### src/wsht_pkg.sv
// shared constants and types for the window stack hit test block
package wsht_pkg;

    localparam int MAX_WINDOWS  = 16;
    localparam int COORD_BITS   = 12;
    localparam int CNT_BITS     = $clog2(MAX_WINDOWS + 1);
    localparam int OUT_NUM_BITS = 5;

    localparam logic CMD_INSERT = 1'b0;
    localparam logic CMD_CLICK  = 1'b1;

    typedef struct packed {
        logic [COORD_BITS-1:0] lx;
        logic [COORD_BITS-1:0] ly;
        logic [COORD_BITS-1:0] rx;
        logic [COORD_BITS-1:0] hy;
        logic [CNT_BITS-1:0]   number;
    } t_entry;

    typedef struct packed {
        logic cmp_en;
        logic mov_en;
        logic insert;
        logic any_hit;
    } t_ctrl;

endpackage

### src/wsht_cell.sv
// one stack slot: holds a window, tests the click point and shifts down on insert or raise
module wsht_cell (
    input  logic                        i_clk,
    input  wsht_pkg::t_ctrl             i_ctrl,
    input  logic [wsht_pkg::CNT_BITS-1:0]   i_index,
    input  logic [wsht_pkg::CNT_BITS-1:0]   i_count,
    input  logic [wsht_pkg::COORD_BITS-1:0] i_x,
    input  logic [wsht_pkg::COORD_BITS-1:0] i_y,
    input  wsht_pkg::t_entry            i_prev,
    input  wsht_pkg::t_entry            i_sel_dn,
    input  logic                        i_above,
    output wsht_pkg::t_entry            o_entry,
    output wsht_pkg::t_entry            o_sel_up,
    output logic                        o_above
);
    import wsht_pkg::*;

    t_entry r_entry;
    logic   r_match;
    logic   n_match;
    logic   w_load;

    assign n_match = (i_x >= r_entry.lx) && (i_y >= r_entry.ly) &&
                     (i_x <= r_entry.rx) && (i_y <= r_entry.hy) &&
                     (i_index < i_count);

    always_ff @(posedge i_clk) begin
        if (i_ctrl.cmp_en) begin
            r_match <= n_match;
        end
    end

    // topmost match wins: its entry overrides anything coming up from below
    assign o_sel_up = r_match ? r_entry : i_sel_dn;
    assign o_above  = i_above | r_match;

    assign w_load = i_ctrl.mov_en & (i_ctrl.insert | (i_ctrl.any_hit & ~i_above));

    always_ff @(posedge i_clk) begin
        if (w_load) begin
            r_entry <= i_prev;
        end
    end

    assign o_entry = r_entry;

endmodule

### src/window_stack_hit_test_raise_core.sv
// top level: command sequencing, window count, result register and the row of stack cells
// each input beat is compared in the cell row when accepted, then shifts the row in ST_MOVE,
// which loads the result register; no new input beat is taken while in ST_MOVE, and
// a stalled result beat holds off the shift and thus the next beat
// reset clears the window count and handshake state; slot contents are not cleared
module window_stack_hit_test_raise_core (
    input  logic                              i_clk,
    input  logic                              i_rst_n,
    input  logic                              i_in_valid,
    output logic                              o_in_stall,
    input  logic                              i_command,
    input  logic [wsht_pkg::COORD_BITS-1:0]   i_left_x,
    input  logic [wsht_pkg::COORD_BITS-1:0]   i_low_y,
    input  logic [wsht_pkg::COORD_BITS-1:0]   i_right_x,
    input  logic [wsht_pkg::COORD_BITS-1:0]   i_high_y,
    input  logic [wsht_pkg::COORD_BITS-1:0]   i_click_x,
    input  logic [wsht_pkg::COORD_BITS-1:0]   i_click_y,
    output logic                              o_out_valid,
    input  logic                              i_out_stall,
    output logic [wsht_pkg::OUT_NUM_BITS-1:0] o_window_number,
    output logic                              o_hit,
    output logic                              o_table_full
);
    import wsht_pkg::*;

    localparam logic ST_IDLE = 1'b0;
    localparam logic ST_MOVE = 1'b1;

    logic                r_state;
    logic                n_state;
    logic [CNT_BITS-1:0] r_count;
    logic [CNT_BITS-1:0] n_count;
    logic                r_cmd;
    t_entry              r_new;
    logic                r_out_valid;
    logic                n_out_valid;
    logic [CNT_BITS-1:0] r_num;
    logic                r_hit;
    logic                r_full;

    logic   w_accept;
    logic   w_go;
    logic   w_full;
    t_ctrl  w_ctrl;
    t_entry w_top_in;
    t_entry w_entry [MAX_WINDOWS];
    t_entry w_sel   [MAX_WINDOWS+1];
    logic   w_above [MAX_WINDOWS+1];

    assign o_in_stall = (r_state == ST_MOVE);
    assign w_accept   = i_in_valid & ~o_in_stall;
    assign w_go       = (r_state == ST_MOVE) & (~r_out_valid | ~i_out_stall);
    assign w_full     = (r_count >= CNT_BITS'(MAX_WINDOWS));

    assign w_ctrl.cmp_en  = w_accept;
    assign w_ctrl.mov_en  = w_go & ((r_cmd == CMD_CLICK) | ~w_full);
    assign w_ctrl.insert  = (r_cmd == CMD_INSERT);
    assign w_ctrl.any_hit = w_above[MAX_WINDOWS];

    assign w_top_in = (r_cmd == CMD_INSERT) ? r_new : w_sel[0];

    assign w_sel[MAX_WINDOWS] = '0;
    assign w_above[0]         = 1'b0;

    for (genvar k = 0; k < MAX_WINDOWS; k++) begin : g_cell
        wsht_cell u_cell (
            .i_clk    (i_clk),
            .i_ctrl   (w_ctrl),
            .i_index  (CNT_BITS'(k)),
            .i_count  (r_count),
            .i_x      (i_click_x),
            .i_y      (i_click_y),
            .i_prev   ((k == 0) ? w_top_in : w_entry[(k == 0) ? 0 : k-1]),
            .i_sel_dn (w_sel[k+1]),
            .i_above  (w_above[k]),
            .o_entry  (w_entry[k]),
            .o_sel_up (w_sel[k]),
            .o_above  (w_above[k+1])
        );
    end

    always_ff @(posedge i_clk) begin
        if (w_accept) begin
            r_cmd        <= i_command;
            r_new.lx     <= i_left_x;
            r_new.ly     <= i_low_y;
            r_new.rx     <= i_right_x;
            r_new.hy     <= i_high_y;
            r_new.number <= r_count + CNT_BITS'(1);
        end
    end

    always_comb begin
        n_state     = r_state;
        n_count     = r_count;
        n_out_valid = r_out_valid & i_out_stall;
        unique case (r_state)
            ST_IDLE: begin
                if (w_accept) begin
                    n_state = ST_MOVE;
                end
            end
            ST_MOVE: begin
                if (w_go) begin
                    n_state     = ST_IDLE;
                    n_out_valid = 1'b1;
                    if ((r_cmd == CMD_INSERT) && !w_full) begin
                        n_count = r_count + CNT_BITS'(1);
                    end
                end
            end
            default: n_state = ST_IDLE;
        endcase
    end

    always_ff @(posedge i_clk) begin
        if (!i_rst_n) begin
            r_state     <= ST_IDLE;
            r_count     <= '0;
            r_out_valid <= 1'b0;
        end else begin
            r_state     <= n_state;
            r_count     <= n_count;
            r_out_valid <= n_out_valid;
        end
    end

    always_ff @(posedge i_clk) begin
        if (w_go) begin
            if (r_cmd == CMD_INSERT) begin
                r_num  <= w_full ? '0 : r_new.number;
                r_hit  <= 1'b0;
                r_full <= w_full;
            end else begin
                r_num  <= w_ctrl.any_hit ? w_sel[0].number : '0;
                r_hit  <= w_ctrl.any_hit;
                r_full <= 1'b0;
            end
        end
    end

    assign o_out_valid     = r_out_valid;
    assign o_window_number = OUT_NUM_BITS'(r_num);
    assign o_hit           = r_hit;
    assign o_table_full    = r_full;

    a_count_range: assert property (@(posedge i_clk) disable iff (!i_rst_n)
        r_count <= CNT_BITS'(MAX_WINDOWS))
        else $error("window count beyond capacity");

    a_flags_excl: assert property (@(posedge i_clk) disable iff (!i_rst_n)
        o_out_valid |-> !(o_hit && o_table_full))
        else $error("hit and table_full both set");

    a_hit_number: assert property (@(posedge i_clk) disable iff (!i_rst_n)
        (o_out_valid && o_hit) |-> (r_num != '0 && r_num <= r_count))
        else $error("hit reports an unknown window");

    a_insert_count: assert property (@(posedge i_clk) disable iff (!i_rst_n)
        (w_go && r_cmd == CMD_INSERT && !w_full) |=> r_count == $past(r_count) + CNT_BITS'(1))
        else $error("insert did not grow the stack");

    a_click_count: assert property (@(posedge i_clk) disable iff (!i_rst_n)
        (w_go && (r_cmd == CMD_CLICK || w_full)) |=> $stable(r_count))
        else $error("click or refused insert changed the count");

endmodule
### config.mk
export PLATFORM = sky130hd
export DESIGN_NAME = window_stack_hit_test_raise_core
export DESIGN_NICKNAME = d
export VERILOG_FILES = /design/src/wsht_pkg.sv /design/src/wsht_cell.sv /design/src/window_stack_hit_test_raise_core.sv
export SDC_FILE = /design/constraint.sdc
export NUM_CORES = 2
export LEC_CHECK = 0
export BUFFER_PORTS_ARGS = -buffer_cell sky130_fd_sc_hd__buf_4
export CAP_MARGIN = 20
export CORE_MARGIN = 2
export CORE_UTILIZATION = 50
export DETAILED_ROUTE_END_ITERATION = 10
export PLACE_DENSITY_LB_ADDON = 0.08
export SYNTH_ARGS = -nofsm -noshare
export SYNTH_HDL_FRONTEND = slang
export SYNTH_SLANG_ARGS = --single-unit
### constraint.sdc
create_clock -name i_clk -period 6.55 [get_ports i_clk]
set_input_delay 0.9825 -clock i_clk [delete_from_list [all_inputs] [get_ports i_clk]]
set_output_delay 0.9825 -clock i_clk [all_outputs]
set_load 0.01 [all_outputs]
==> results.json <==
{
  "outcome": "finished with violations",
  "failing_checks": "DRC",
  "post-layout-total-power_mw": 14.7,
  "cts.htree.levels": 3,
  "switching_share_pct": 25.9,
  "synth-main-ff-cell": "edfxtp_1",
  "worst-path-max-fanout": 50,
  "first_iter_violations": 3816,
  "overall_global_routing_resource_usage_pct": 28.8,
  "power_density_over_the_cells_nw_per_um2": 247,
  "grt_pass1_vias": 36500,
  "rows": 120,
  "synth-edff-count": 925,
  "layout-drive-gt1-share_pct": 7.49,
  "clock_sink_count": 932,
  "cellLeakagePower_nw": 24.4,
  "holdBufCountCts": 0,
  "combPwrFrac_pct": 11.9,
  "cts_buffers": 104,
  "detail_route.first_pass.iterations": 11,
  "synth_async_sr_flop_share_pct": 0,
  "final.setup_skew_ns": 0.0283,
  "cts_resized": 0,
  "area_delta_synth_final_pct": 11.1,
  "grt_max_degree": 74,
  "die_area_um2": 110000,
  "drt-wirelength-per-cell_um": 25.5,
  "critical_path_required_time_ns": 6.88,
  "overall_via_count_from_detail_route": 38100,
  "cts_setup_buffers": 0,
  "core_box_area_um2": 107000,
  "setup_viol": 0,
  "initial_core_util_pct": 50.2,
  "ys_types": 72,
  "slew-limit-headroom_pct": 23.0,
  "clk_latency_ns": 0.69,
  "syn-mean-instance-area_um2": 11.7,
  "critPathLaunchType": "flip-flop",
  "grt_antenna_before_repair": 9,
  "p_switching_mw": 3.81,
  "synth_fp_nets": 5433,
  "cp.arrival_ns": 4.16,
  "cell_internal_power_mw": 10.9,
  "hold_path_class": "flip-flop to flip-flop",
  "synthesized_flop_and_latch_total": 932,
  "clk_pin_slew_ns": 0.06,
  "nNetsFinal": 5535,
  "report.final.hold_viol_count": 0,
  "global_route_wire_length_before_repair_mm": 234,
  "port-buffer-count": 85,
  "synth.cell_area_um2": 53500,
  "vdd_drop_max_mv": 0.223,
  "drv.max_cap_violation_count": 0,
  "detailedPlacementHpwl_mm": 116,
  "grt-ovfl-total": 0,
  "clockBufferDepth": 3,
  "avg_vias_per_cell": 6.17,
  "wirelength_mm": 157,
  "post_synth_inst_count": 4587,
  "tightestPinTransition_ns": 1.15,
  "die_w_um": 331,
  "timing.setup.critical_path_class": "flip-flop to flip-flop",
  "clockRootBuffer": "clkbuf_16",
  "route.antenna.remaining_nets": 0,
  "gp_routability_congestion": 0.923,
  "cts_tree": "yes",
  "timing.final.max_slew_violations": 0,
  "top_level_ports": 86,
  "fp.dieH_um": 331,
  "timing.setup.tns_ns": 0,
  "drcViolationCount": 2,
  "finalWorstPathRequiredPeriod_ns": 3.83,
  "crit_path_end_kind": "flip-flop",
  "achievable-frequency_mhz": 261,
  "synth_seq_area_share_pct": 52.2,
  "pwr-share-seq_pct": 48.1,
  "min_period_over_period_pct": 58.5,
  "power.clock.fraction_pct": 39.9,
  "ys.warnings.count": 0,
  "rsz0062_at_grt": "no"
}
==> synthesized netlist by cell type (all sizes together) (7+ instances only) <==
cell / count / area share, %
nand2b: 31 / 0.36
a222oi: 48 / 0.90
a211oi: 58 / 0.81
clkbuf: 144 / 1.0
a221oi: 13 / 0.21
o31ai: 12 / 0.17
a2111oi: 58 / 0.95
a221o: 54 / 1.0
a22oi: 145 / 2.0
a31oi: 19 / 0.22
a211o: 8 / 0.13
a21oi: 338 / 3.2
nand4: 84 / 0.98
nor4: 18 / 0.21
o22ai: 15 / 0.18
buf: 18 / 0.16
inv: 737 / 5.2
or3: 9 / 0.11
o211ai: 133 / 1.9
nand3: 67 / 0.63
a21boi: 7 / 0.098
nor2b: 47 / 0.55
a21o: 54 / 0.76
nand2: 158 / 1.1
dfxtp: 7 / 0.26
edfxtp: 925 / 52
nor2: 148 / 1.1
o2111ai: 65 / 1.1
nor3b: 9 / 0.13
o221ai: 64 / 1.1
nor3: 44 / 0.41
o21a: 56 / 0.79
o21ai: 154 / 1.4
ha: 769 / 18
==> logic make-up after synthesis <==
| logic type | synth area share, % |
|---|---|
| compound gates | 17.4 |
| fa+ha+maj | 18.0 |
| mux | 0.0374 |
| simple gates | 5.97 |
| xor+xnor | 0.0818 |
| flops | 52.2 |
| buf+inv | 6.36 |
==> critical path: stages, from the launching register on <==
cell	delay (ns)
edfxtp_1	0.68
or3_1	0.57
or2_2	0.44
nor2_4	0.25
nand3_1	0.16
o221ai_4	0.35
buf_4	0.45
a21oi_4	0.09
buf_4	0.39
==> per-stage QoR <==
step	std cells	hold WS, ns	instance area, um2	worst slack, ns	util (%)
floorplan	4587	0.417	53500	1.37	-
global placement	5985	0.428	56100	2.37	52.6
detailed placement	5986	0.432	56100	2.37	52.6
CTS	6171	0.421	59400	2.75	55.8
global route	6171	0.443	59400	2.53	55.8
finish	6177	0.438	59500	2.72	55.8
==> routing by layer <==
layer	track usage, %	part of all wire [%]	up-vias
li1	-	-	17800
met1	43.9	46	18600
met2	40.8	41	1523
met3	5.30	9.1	229
met4	10.2	3.5	2
met5	0	0.0057	-
==> final timing paths <==
kind                                       from                             to  slack [ns]  depth (start not counted)
setup reg to reg       g_cell[2].u_cell.r_match    g_cell[1].u_cell.o_entry[5]        2.72                          8
hold / removal    g_cell[12].u_cell.o_entry[47]  g_cell[13].u_cell.o_entry[47]        0.44                          0
setup / recovery       g_cell[2].u_cell.r_match    g_cell[1].u_cell.o_entry[5]        2.72                          8
hold reg to reg   g_cell[12].u_cell.o_entry[47]  g_cell[13].u_cell.o_entry[47]        0.44                          0
==> power groups by stage <==
stage | combinational [mW] | clock, mW | sequential [mW]
global route | 1.97 | 6.18 | 7.11
global placement | 1.70 | 0 | 7.19
floorplan | 1.06 | 0 | 7.12
detailed placement | 1.74 | 0 | 7.20
CTS | 1.75 | 5.97 | 7.08
finish | 1.76 | 5.88 | 7.08
==> area by class of cell <==
| class | count | area, um2 |
|---|---|---|
| well taps | 1403 | 1760 |
| fillers | 9070 | 47100 |
| clock inverters | 63 | 617 |
| clock buffers | 122 | 2730 |
| diodes | 6 | 15.0 |
| inverters | 740 | 2780 |
| multi-input cells | 2753 | 22500 |
| flip-flops and latches | 932 | 27900 |
| repair buffers | 158 | 1180 |
==> state kept, by name, indices dropped and copies added, names as in the netlist <==
register and flops:
g_cell.u_cell.r_match 16, r_new 53, o_window_number 5, o_hit 1, o_in_stall 1, r_cmd 1
r_count 5, o_table_full 1, g_cell.u_cell.o_entry 848, o_out_valid 1
==> cell usage in the layout, fill, tap and decap left out, types with 30 or more instances in the layout <==
cell         n
ha_1       769
nor2_1     143
a2111oi_0   50
buf_4      157
nand4_1     84
o21a_1      56
a222oi_1    48
nor2b_1     41
a22oi_1    145
nand3_1     67
o221ai_1    63
nor3_1      43
o211ai_1   133
a21oi_1    325
a221o_1     54
o21ai_0    151
o2111ai_1   65
nand2b_1    30
inv_1      733
edfxtp_1   925
clkbuf_16  107
nand2_1    157
a21o_1      54
a211oi_1    58
(Power assumes the default switching activity.)
